**src/rtl/core/slsd_pkg.sv**
```systemverilog
package slsd_pkg;

	localparam int LOAD_W  = 20;
	localparam int SOLAR_W = 19;
	localparam int DELTA_W = 20;
	localparam int HOUR_W  = 5;
	localparam int DEV_W   = 8;
	localparam int EST_W   = 7;

	localparam int HISTORY_DEPTH_DEF = 360;

	localparam int CFG_IDX_W  = 2;
	localparam int CFG_DATA_W = 19;

	typedef enum logic [CFG_IDX_W-1:0] {
		REG_CHEAP_START     = 2'd0,
		REG_CHEAP_END       = 2'd1,
		REG_SOLAR_THRESHOLD = 2'd2,
		REG_MAX_DEVICES     = 2'd3
	} cfg_reg_t;

	localparam logic [HOUR_W-1:0]  CHEAP_START_RST = 5'd22;
	localparam logic [HOUR_W-1:0]  CHEAP_END_RST   = 5'd6;
	localparam logic [SOLAR_W-1:0] THRESHOLD_RST   = 19'd8000;
	localparam logic [DEV_W-1:0]   MAX_DEVICES_RST = 8'd10;
	localparam logic [HOUR_W-1:0]  LAST_HOUR       = 5'd23;

	localparam logic [DELTA_W-1:0] DELTA_SAT = 20'd1000000;
	localparam int                 MIN_FILL  = 6;

	localparam logic [EST_W-1:0] EST_BASE_HI   = 7'd55;
	localparam logic [EST_W-1:0] EST_BASE_LO   = 7'd15;
	localparam logic [EST_W-1:0] EST_FEW_ADD   = 7'd25;
	localparam logic [EST_W-1:0] EST_RISE_ADD  = 7'd35;
	localparam logic [EST_W-1:0] EST_STRONG    = 7'd10;
	localparam logic [EST_W-1:0] EST_CAP       = 7'd98;
	localparam logic [EST_W-1:0] EST_SHIFT_MIN = 7'd65;

	// floor(x / 2400) == (x * DEV_RECIP) >> DEV_RECIP_SHIFT for x < 2**19
	localparam int              DEV_RECIP_SHIFT = 32;
	localparam int              DEV_RECIP_W     = 21;
	localparam int              QUOT_PROD_W     = SOLAR_W + DEV_RECIP_W;
	localparam logic [DEV_RECIP_W-1:0] DEV_RECIP =
		DEV_RECIP_W'((64'd1 << DEV_RECIP_SHIFT) / 64'd2400 + 64'd1);

	typedef struct packed {
		logic cheap;
		logic above;
		logic boost;
		logic surplus;
		logic few;
		logic sum_low;
	} slsd_flags_t;

endpackage

```
**src/rtl/core/slsd_if.sv**
```systemverilog


interface slsd_out_if;
	logic                       valid;
	logic                       ready;
	logic                       run_loads;
	logic [slsd_pkg::DEV_W-1:0] plug_count;
	logic [slsd_pkg::EST_W-1:0] solar_estimate;

	modport source (output valid, run_loads, plug_count, solar_estimate, input ready);
	modport sink (input valid, run_loads, plug_count, solar_estimate, output ready);
endinterface

```
**src/rtl/core/slsd_decide.sv**
```systemverilog
module slsd_decide #(
	parameter int HISTORY_DEPTH = slsd_pkg::HISTORY_DEPTH_DEF
) (
	input  logic                                                 clk,
	input  logic                                                 arst_n,
	input  logic                                                 v_s1,
	input  slsd_pkg::slsd_flags_t                                flags,
	input  logic [slsd_pkg::DELTA_W+$clog2(HISTORY_DEPTH+1)-1:0] prod,
	input  logic [slsd_pkg::DELTA_W+$clog2(HISTORY_DEPTH+1)-1:0] sum,
	input  logic [slsd_pkg::DEV_W-1:0]                           quot,
	input  logic [slsd_pkg::DEV_W-1:0]                           max_devices,
	output logic                                                 adv,
	slsd_out_if.source                                           result
);
	import slsd_pkg::*;

	localparam int FILL_W = $clog2(HISTORY_DEPTH + 1);
	localparam int PROD_W = DELTA_W + FILL_W;
	localparam int CMP_W  = PROD_W + 3;

	logic              v_s2;
	slsd_flags_t       flags_s2;
	logic [PROD_W-1:0] prod_s2;
	logic [PROD_W-1:0] sum_s2;
	logic [DEV_W-1:0]  quot_s2;

	logic              out_valid_q;
	logic              shift_q;
	logic [DEV_W-1:0]  devs_q;
	logic [EST_W-1:0]  est_q;

	logic [CMP_W-1:0]  lhs;
	logic [CMP_W-1:0]  rhs;
	logic              rising;
	logic [EST_W-1:0]  est_sum;
	logic [EST_W-1:0]  est;
	logic              shift;
	logic [DEV_W-1:0]  devs_raw;
	logic [DEV_W-1:0]  devs_min;
	logic [DEV_W-1:0]  devs_cap;

	assign adv = !out_valid_q || result.ready;

	always_ff @(posedge clk or negedge arst_n) begin
		if (!arst_n) begin
			v_s2 <= 1'b0;
		end else if (adv) begin
			v_s2 <= v_s1;
		end
	end

	always_ff @(posedge clk) begin
		if (adv) begin
			flags_s2 <= flags;
			prod_s2  <= prod;
			sum_s2   <= sum;
			quot_s2  <= quot;
		end
	end

	// 5*delta*fill > 6*sum
	assign lhs    = (CMP_W'(prod_s2) << 2) + CMP_W'(prod_s2);
	assign rhs    = (CMP_W'(sum_s2) << 2) + (CMP_W'(sum_s2) << 1);
	assign rising = flags_s2.few || (lhs > rhs);

	always_comb begin
		est_sum = flags_s2.above ? EST_BASE_HI : EST_BASE_LO;
		priority if (flags_s2.few) begin
			if (flags_s2.above) est_sum = est_sum + EST_FEW_ADD;
		end else if (flags_s2.sum_low) begin
			if (flags_s2.above) est_sum = est_sum + EST_RISE_ADD;
		end else if (rising) begin
			est_sum = est_sum + EST_RISE_ADD;
		end
		if (flags_s2.boost) est_sum = est_sum + EST_STRONG;
		est = (est_sum > EST_CAP) ? EST_CAP : est_sum;
	end

	assign shift = flags_s2.cheap && flags_s2.surplus && flags_s2.above && rising &&
		(est >= EST_SHIFT_MIN);

	assign devs_raw = flags_s2.surplus ? quot_s2 : '0;
	assign devs_min = (devs_raw == '0) ? DEV_W'(1) : devs_raw;
	assign devs_cap = (devs_min > max_devices) ? max_devices : devs_min;

	always_ff @(posedge clk or negedge arst_n) begin
		if (!arst_n) begin
			out_valid_q <= 1'b0;
		end else if (adv) begin
			out_valid_q <= v_s2;
		end
	end

	always_ff @(posedge clk) begin
		if (adv) begin
			shift_q <= shift;
			devs_q  <= shift ? devs_cap : '0;
			est_q   <= est;
		end
	end

	assign result.valid          = out_valid_q;
	assign result.run_loads      = shift_q;
	assign result.plug_count     = devs_q;
	assign result.solar_estimate = est_q;

	as_idle_no_devices: assert property (@(posedge clk) disable iff (!arst_n)
		out_valid_q && !shift_q |-> devs_q == '0)
		else $error("devices on while idle");
	as_est_cap: assert property (@(posedge clk) disable iff (!arst_n)
		out_valid_q |-> est_q <= EST_CAP)
		else $error("estimate above cap");
	as_shift_est: assert property (@(posedge clk) disable iff (!arst_n)
		out_valid_q && shift_q |-> est_q >= EST_SHIFT_MIN)
		else $error("shift with low estimate");

endmodule

```
**src/flat_wrapper.sv**
```systemverilog
// flat-port wrapper written by rule: the top's interface ports become plain ports
module slsd_decide_flat import slsd_pkg::*;
#(
	parameter int HISTORY_DEPTH = slsd_pkg::HISTORY_DEPTH_DEF
)
  (clk, arst_n, v_s1, flags, prod, sum, quot, max_devices, adv, result_valid, result_run_loads, result_plug_count, result_solar_estimate, result_ready);
  slsd_out_if result_i ();
  input  logic clk;
  input  logic arst_n;
  input  logic v_s1;
  input  slsd_pkg::slsd_flags_t flags;
  input  logic [slsd_pkg::DELTA_W+$clog2(HISTORY_DEPTH+1)-1:0] prod;
  input  logic [slsd_pkg::DELTA_W+$clog2(HISTORY_DEPTH+1)-1:0] sum;
  input  logic [slsd_pkg::DEV_W-1:0] quot;
  input  logic [slsd_pkg::DEV_W-1:0] max_devices;
  output logic adv;
  output wire logic [$bits(result_i.valid)-1:0] result_valid;
  output wire logic [$bits(result_i.run_loads)-1:0] result_run_loads;
  output wire logic [$bits(result_i.plug_count)-1:0] result_plug_count;
  output wire logic [$bits(result_i.solar_estimate)-1:0] result_solar_estimate;
  input wire logic [$bits(result_i.ready)-1:0] result_ready;
  assign result_valid = result_i.valid;
  assign result_run_loads = result_i.run_loads;
  assign result_plug_count = result_i.plug_count;
  assign result_solar_estimate = result_i.solar_estimate;
  assign result_i.ready = result_ready;
  slsd_decide #(.HISTORY_DEPTH(HISTORY_DEPTH)) u_core (.clk(clk), .arst_n(arst_n), .v_s1(v_s1), .flags(flags), .prod(prod), .sum(sum), .quot(quot), .max_devices(max_devices), .adv(adv), .result(result_i));
endmodule
```
**config.mk**
```make
export PLATFORM = sky130hd
export DESIGN_NAME = slsd_decide_flat
export DESIGN_NICKNAME = d
export VERILOG_FILES = /design/src/rtl/core/slsd_pkg.sv /design/src/rtl/core/slsd_if.sv /design/src/rtl/core/slsd_decide.sv /design/src/flat_wrapper.sv
export SDC_FILE = /design/constraint.sdc
export NUM_CORES = 1
export LEC_CHECK = 0
export BUFFER_PORTS_ARGS = -buffer_cell sky130_fd_sc_hd__buf_2
export CAP_MARGIN = 20
export CORE_MARGIN = 10
export CORE_UTILIZATION = 45
export CTS_BUF_LIST = sky130_fd_sc_hd__clkbuf_4 sky130_fd_sc_hd__clkbuf_8
export CTS_CLUSTER_SIZE = 16
export DETAILED_ROUTE_END_ITERATION = 8
export PLACE_DENSITY_LB_ADDON = 0.15
export SETUP_SLACK_MARGIN = 0.1
export SYNTH_ARGS = -nofsm -noshare
export SYNTH_HDL_FRONTEND = slang
export SYNTH_SLANG_ARGS = --single-unit
```
**constraint.sdc**
```tcl
create_clock -name clk -period 4.82 [get_ports clk]
set_input_delay 0.964 -clock clk [delete_from_list [all_inputs] [get_ports clk]]
set_output_delay 0.964 -clock clk [all_outputs]
set_load 0.005 [all_outputs]
```
==> run summary, run 1 <==
The number of clock sinks came out at 90. The per-cell via count in the routed design is 5.40. Measured along the y axis, the die boundary spans 144 um. TritonCTS built the clock tree. The top fanout value on the critical path is 4. The leakage power total came out at 4.04 nW. The die covers 20700 um2.

The H-tree was split into 3 levels. The register area is 2690 um2. In this run, the number of DRC markers left after iteration 0 of detailed routing was 253. The via count of the first global-routing pass is 5895. The number of cells on the worst reg-to-reg path is 25.

The number of max-slew violations in the final report came out at 0. The row count came out at 45. Net switching is 36.8% of the power. The checks that failed: setup timing. The half-perimeter wire length after placement is 12.4 mm. Sequential cells account for 33.2% of the total power. The library cell with the largest summed area after synthesis is edfxtp_1. The global-route wire length before repair is 26.7 mm. Summing every instance area after synthesis gives 6920 um2. After synthesis, the cell types taking the most area are edfxtp_1 38%, ha_1 18%, a21oi_1 4.0%. Of the synthesized area, sequential elements account for 38.9%. The commonest register cell after synthesis is edfxtp_1. The total inserted antenna cells is 0. The routed via count came out at 5708. The fraction of power consumed by combinational cells is 50.7%. The die outline width came out at 144 um. The maximum clock frequency came out at 0.194 GHz. The power consumption is 3.04 mW. The overall global routing resource usage came out at 15.7%. The arrival time at the worst endpoint came out at 5.26 ns.

The synthesized instance count is 663. Setup repair after global routing could not meet its margin everywhere. Summed over all nets, the switching power comes to 1.12 mW.

In the routed design, unresolved DRC markers number 0. The final wirelength came out at 16.4 mm. The iteration count of the initial detailed-routing pass is 5. The per-cell routed wire length came out at 15.5 um. After filler insertion, the fill cell instance count of the layout stands at 1242. The worst setup path is captured at a register. The footprint of the multi-input gates came out at 4400 um2.

The final weighted congestion in routability-driven placement came out at 0.908. The count of different cell masters after synthesis is 68. The final cycle utilization of the critical path is 107%. The post-route worst setup slack came out at -0.330 ns.

Entering global routing, the biggest net connects 63 pins. Of the cells placed in the final design, the portion with a size suffix greater than 1 is 33.0%. The clock skew is 0.0208 ns. Across the VDD grid, the largest voltage drop is 0.187 mV. The cell area power density is 342 nW/um2. The required time of the critical path is 4.93 ns.

The worst setup path is of the reg -> reg kind. The placeable core region came out at 15100 um2. The measured slew at the worst slew-check pin is 0.762 ns.

The max-capacitance violation count is 0. The flow ran to the end, but the final reports show violations. The number of nets in the layout is 1049. The number of buffers inserted by port buffering is 101. The final core utilization came out at 58.6%. The path type of the worst min-delay path is in -> async. The number of buffers created by CTS came out at 9. By count the netlist is led by 99 x ha_1, 88 x edfxtp_1, 56 x a21oi_1. The clock power share came out at 16.1%. After clock tree synthesis, the clock-pin slew on the worst setup and hold paths is 0.08 ns. The synthesized area per cell came out at 10.4 um2. For this configuration, the core starts out at a cell density of 45.7%. The number of enable-type register cells in the synthesized netlist is 88.

The number of failing setup endpoints in the final timing report came out at 15. In this run the remaining antenna-violating nets after routing total 0. The later-pin clock latency in the skew report came out at 0.40 ns. The tightest hold margin is 0.354 ns. The internal portion of the total power is 1.92 mW.

The synthesized design contains 90 register bits. The layout-stage area growth over the synthesis result came out at 28.3%. The total number of yosys warnings is 0. The most common cell in the synthesized netlist is ha_1. The fraction of registers with async set/reset is 2.22%. For this design the top-level I/O count stands at 102. The area fraction of the dominant cell type after synthesis came out at 38.2%.

After global routing the overflow that remains totals 0. The worst path in the final design needs a cycle of 5.15 ns, including I/O delays and setup. No sink is reached through more buffers than the 2 on the longest clock path. The worst slew slack as a fraction of its limit is 49.2%. The startpoint type of the worst setup path is a register. The root buffer cell chosen for the clock tree is clkbuf_8.

The initial antenna violation count is 0. The net count of the mapped netlist came out at 848. The number of failing hold endpoints at the final stage came out at 0.
[path summary, 6_finish.rpt]
check	to	slack, ns	startpoint
max	u_core.result.solar_estimate[2]$_DFFE_PP_	-0.33	u_core.sum_s2[2]$_DFFE_PP_
min	u_core.result.valid$_DFFE_PN0P_	0.35	arst_n
max reg2reg	u_core.result.solar_estimate[2]$_DFFE_PP_	-0.33	u_core.sum_s2[2]$_DFFE_PP_
min reg2reg	u_core.result.valid$_DFFE_PN0P_	0.49	u_core.v_s2$_DFFE_PN0P_
max in group asynchronous	u_core.v_s2$_DFFE_PN0P_	4.37	arst_n
min in group clk	u_core.result.valid$_DFFE_PN0P_	0.49	u_core.v_s2$_DFFE_PN0P_
[state kept, by name, indices dropped and copies added, names as in the netlist]
signal                        cells
u_core.result.plug_count          8
u_core.result.valid               1
u_core.v_s2                       1
u_core.result.solar_estimate      7
u_core.result.run_loads           1
u_core.flags_s2                   6
u_core.sum_s2                    29
u_core.prod_s2                   29
u_core.quot_s2                    8
[layer usage]
metal	vias up	share of wire, %	global-route usage (%)
li1	2919	-	-
met2	123	47	25.6
met1	2641	45	19.2
met4	0	2.0	5.43
met5	-	0	0
met3	25	6.0	4.85
[critical path, stage by stage, from the launching register on]
cell and delay (ns):
edfxtp_1 0.49, ha_4 0.31, a21oi_2 0.06, o22a_2 0.27
a21oi_4 0.19, a31oi_4 0.12, o41ai_4 0.35, a21boi_2 0.11
buf_4 0.15, buf_4 0.12, buf_4 0.12, buf_4 0.12
xor2_1 0.13, ha_1 0.31, nand4_1 0.16, nor4_2 0.27
o21ai_1 0.12, a21oi_2 0.27, mux2i_1 0.17, ha_1 0.37
nand2_1 0.09, nand2_2 0.07, a21oi_2 0.06, nor3_4 0.14
a21boi_4 0.26, a2111oi_4 0.05
[logic make-up (layout without fill, tap and decap cells)]
kind of cell             Yosys count  in the layout  synth area share [%]
XOR/XNOR                          51             51                  6.56
buffers and inverters             44            250                  2.55
flip-flops                        90             90                  38.9
adder cells (fa/ha/maj)          101            101                  18.5
AO/OA/AOI/OAI                    181            181                  18.1
AND/OR/NAND/NOR                  186            186                  13.9
multiplexers                      10             10                  1.46
[layout by cell type (no fill, tap or decap), drive strengths merged, types with 12 or more instances in the layout]
| cell type | instances |
|---|---|
| a21oi | 59 |
| nor2 | 45 |
| nor3 | 13 |
| ha | 99 |
| o21ai | 26 |
| nand2 | 33 |
| buf | 201 |
| xor2 | 20 |
| nor2b | 12 |
| a21o | 28 |
| xnor2 | 31 |
| nand4 | 13 |
| edfxtp | 88 |
| inv | 35 |
| nand3 | 20 |
[power by group through the flow]
stage / clock network [mW] / registers [mW] / logic [mW]
after global placement: 0 / 1.02 / 1.31
after CTS: 0.512 / 1.01 / 1.43
after global routing: 0.538 / 1.02 / 1.73
final: 0.488 / 1.01 / 1.54
after floorplan: 0 / 1.02 / 0.954
after detailed placement: 0 / 1.02 / 1.36
[per-stage QoR]
step / worst slack [ns] / TNS [ns] / instance area (um2) / instances
2_1_floorplan: 0.0764 / 0 / 7030 / 663
3_3_place_gp: -0.124 / -0.437 / 8280 / 1014
3_5_place_dp: -0.388 / -3.02 / 8280 / 1014
4_1_cts: -0.224 / -2.55 / 8620 / 1045
5_1_grt: -0.566 / -7.59 / 8880 / 1057
6_report: -0.330 / -3.60 / 8880 / 1057
[repair_timing]
action / in CTS / in global routing
setup buffers: 15 / 12
cloned: 0 / 0
pin swaps: 35 / 44
hold buffers: 0 / 0
endpoints found under the setup margin: 16 / 16
hold endpoints to repair: 0 / 0
resized for setup: 11 / 27
[area by class of cell]
class	count	share of cell area, %
Sequential cell	90	30.3
Tap cell	188	2.65
Clock buffer	10	1.48
Clock inverter	6	0.465
Multi-Input combinational cell	529	49.5
Timing Repair Buffer	201	14.1
Inverter	33	1.39
Power figures use the tool's default switching activity.
==> inputs of run 2 (changes only) <==
--- a/config.mk
+++ b/config.mk
@@ -8,7 +8,7 @@
 export BUFFER_PORTS_ARGS = -buffer_cell sky130_fd_sc_hd__buf_2
 export CAP_MARGIN = 20
 export CORE_MARGIN = 10
-export CORE_UTILIZATION = 45
+export CORE_UTILIZATION = 35
 export CTS_BUF_LIST = sky130_fd_sc_hd__clkbuf_4 sky130_fd_sc_hd__clkbuf_8
 export CTS_CLUSTER_SIZE = 16
 export DETAILED_ROUTE_END_ITERATION = 8
==> run 2 against run 1 <==
The flow still finishes with violations (setup timing). Clock-buffer cell count grew 1. Critical path depth is 1 lower. Sequential power about the same. Hold slack got worse by 0.017 ns. Combinational power down 3%. Cell count increased by 7.5%. Core utilization fell by 12 points. Register-to-register slack better by 0.06 ns. Clock power rose by 7.2%. Global-route usage shrank 2.9 points. Largest power group unchanged.
==> run summary, run 2 (synthesized netlist as in run 1, its figures left out) <==
The die span in y came out at 161 um (+12%). The cell family with the largest share of critical-path delay is compound AO/OA/AOI/OAI gates. The number of buffers created by CTS was 9 (unchanged).

The per-cell routed wire length is 14.9 um (-3.9%). The total number of H-tree levels is 3 (unchanged). STA classifies the critical path endpoint as a register. The dominant cell type by count on the critical path is a21oi_2.

The path class of the tightest hold or removal check is in -> async. STA classifies the critical path startpoint as a register. The via count of the first global-routing pass was 5906 (+0.19%).

The final cycle utilization of the critical path is 106% (-1.2 points). The largest vdd supply drop came to 0.147 mV (-21%). The critical path buffer and inverter count came out at 0 (-4). The required time of the critical path came out at 4.93 ns (about the same). The final reports fail on setup timing.

The number of cells after detailed placement is 1102 (+8.7%). The die outline width came to 161 um (+12%). The maximum clock frequency came out at 0.196 GHz (+1.2%). The count of nets left with antenna violations after detail routing is 0 (unchanged).

The post-layout instance count excluding filler cells is 1136 (+7.5%). The startpoint identified for the worst register-to-register timing path is u_core.sum_s2[4]$_DFFE_PP_. The violation count after the first detailed-route iteration was 248 (-2.0%). The stage delay of the slowest cell on the critical path is 0.48 ns (about the same).

The leakage power total came to 4.05 nW (+0.30%). The later-pin clock latency in the skew report came out at 0.40 ns (about the same). The cell area power density came out at 338 nW/um2 (-1.1%). The placeable core region is 19500 um2 (+29%). The number of max-slew violations in the final report is 0 (unchanged). The minimum clock period came to 5.09 ns (-0.0588 ns).

The per-cell via count in the routed design came out at 5.01 (-7.3%). The row count is 51 (+13%). The max-capacitance violation count is 0 (unchanged). The slowest stage of the critical path belongs to the cell edfxtp_1.

Setup repair after global routing could not meet its margin everywhere. The arrival time at the worst endpoint was 5.20 ns (-0.06 ns). The initial antenna violation count came out at 3 (+3).

The largest registers in the layout are u_core.prod_s2: 29 flops, u_core.sum_s2: 29 flops. The cell at the root of the clock tree is clkbuf_8. The area of the die is 25800 um2 (+24%).

The measured slew at the worst slew-check pin came out at 0.835 ns (+0.0726 ns). The initial standard-cell utilization of the core came out at 35.6% (-10 points). The count of unresolved DRC violations after routing came out at 0 (unchanged). The clock input transition at the sequential cells of the worst setup and hold paths came to 0.10 ns (+0.02 ns). The top fanout value on the critical path came to 4 (unchanged).

The setup path with the least slack is of type reg -> reg. The run finished, with violations left. The iteration count of the initial detailed-routing pass came out at 4 (-1).

The number of primary I/O pins came out at 102 (unchanged). The number of failing hold endpoints at the final stage is 0 (unchanged). The fraction of layout cells with a size suffix above 1 is 32.9% (-0.15 points). Walking the worst path, the cells encountered are ha_4, nand3_2, o22a_2, a21oi_4, a31oi_4, o41ai_4, a21boi_2, o21bai_1, xnor2_1, ha_1, a21o_1, a21o_1, a21oi_2, o21ai_1, a221oi_2, a21oi_2, nor2_2, ha_2, a21oi_2, and2_4, and3_4, nor3_4, a21boi_4, a2111oi_4.

The slack of the worst reg-to-reg path came out at -0.27 ns (+0.06 ns). Relative to the synthesized area, the layout overhead comes to 29.7%. The deepest clock path buffer count was 2 (unchanged). TritonCTS built the clock tree. The final wirelength is 16.9 mm (+3.3%). The total congestion overflow after global routing is 0 (unchanged).

The pin count of the biggest net entering global routing is 65 (+3.2%). The routed via count was 5689 (-0.33%). The origin of the worst setup path is u_core.sum_s2[4]$_DFFE_PP_. The number of failing setup endpoints in the final timing report came out at 5 (-10). The most common cell after layout, fill and taps aside is buf_2. The pre-CTS setup slack came out at -0.460 ns (-0.0721 ns). The final weighted congestion in routability-driven placement came out at 0.844 (-7.0%).

The clock skew is 0.0244 ns (+0.00355 ns). The number of nets in the layout is 1050 (+0.095%). The number of buffers inserted by port buffering is 101 (unchanged). The worst slew slack as a fraction of its limit came out at 44.3% (-4.8 points).

The post-route worst setup slack came out at -0.271 ns (+0.0588 ns). The overall global routing resource usage was 12.8% (-2.9 points). The half-perimeter wire length after placement is 13.1 mm (+5.0%).

The number of clock sinks came out at 90 (unchanged). In the layout the commonest cells are 101 x buf_2, 98 x buf_4, 92 x ha_1. The global-route wire length before repair is 27.6 mm (+3.5%).
run 2: per-stage QoR:
stage	util (%)	instance area, um2	setup TNS (ns)	total power, mW	hold WS, ns
after global routing	46.1	8980	-4.82	3.31	0.294
after floorplan	-	7030	0	1.97	0.430
final	46.1	8980	-1.18	3.04	0.337
after detailed placement	43.4	8450	-3.03	2.41	0.460
after CTS	45.0	8750	-2.43	3.01	0.302
after global placement	43.4	8450	-1.55	2.37	0.440
run 2: layout make-up:
type,instances,area (um2)
diodes,1,2.50
clock inverters,5,45.0
well taps,265,332
flip-flops and latches,90,2690
multi-input cells,529,4370
repair buffers,202,1270
clock buffers,11,145
fillers,1795,10500
inverters,33,124
run 2: repair_timing:
| item | CTS | global route |
|---|---|---|
| hold buffers | 0 | 0 |
| resized for setup | 12 | 26 |
| setup buffers | 6 | 10 |
| cloned | 0 | 1 |
| endpoints found under the setup margin | 16 | 16 |
| pin swaps | 18 | 32 |
| hold endpoints to repair | 0 | 0 |
run 2: power breakdown:
group / switching [mW] / internal (mW) / leakage [nW] / total (mW)
Combinational: 0.757 / 0.747 / 3.04 / 1.50
Sequential: 0.0515 / 0.959 / 0.914 / 1.01
Clock: 0.307 / 0.216 / 0.0959 / 0.523
run 2: path summary, 6_finish.rpt:
kind	end	cells past startpoint
setup / recovery	u_core.result.solar_estimate[2]$_DFFE_PP_	24
setup reg to reg	u_core.result.solar_estimate[2]$_DFFE_PP_	24
min in group clk	u_core.result.valid$_DFFE_PN0P_	1
max in group asynchronous	u_core.result.valid$_DFFE_PN0P_	1
hold reg to reg	u_core.result.valid$_DFFE_PN0P_	1
hold / removal	u_core.v_s2$_DFFE_PN0P_	1
run 2: layer usage:
metal	GRT usage, %	vias to the layer above	wire length, um
met5	0	-	27
met4	2.80	4	165
met3	4.83	17	1050
met2	20.5	105	7680
met1	16.1	2639	7970
li1	-	2924	-
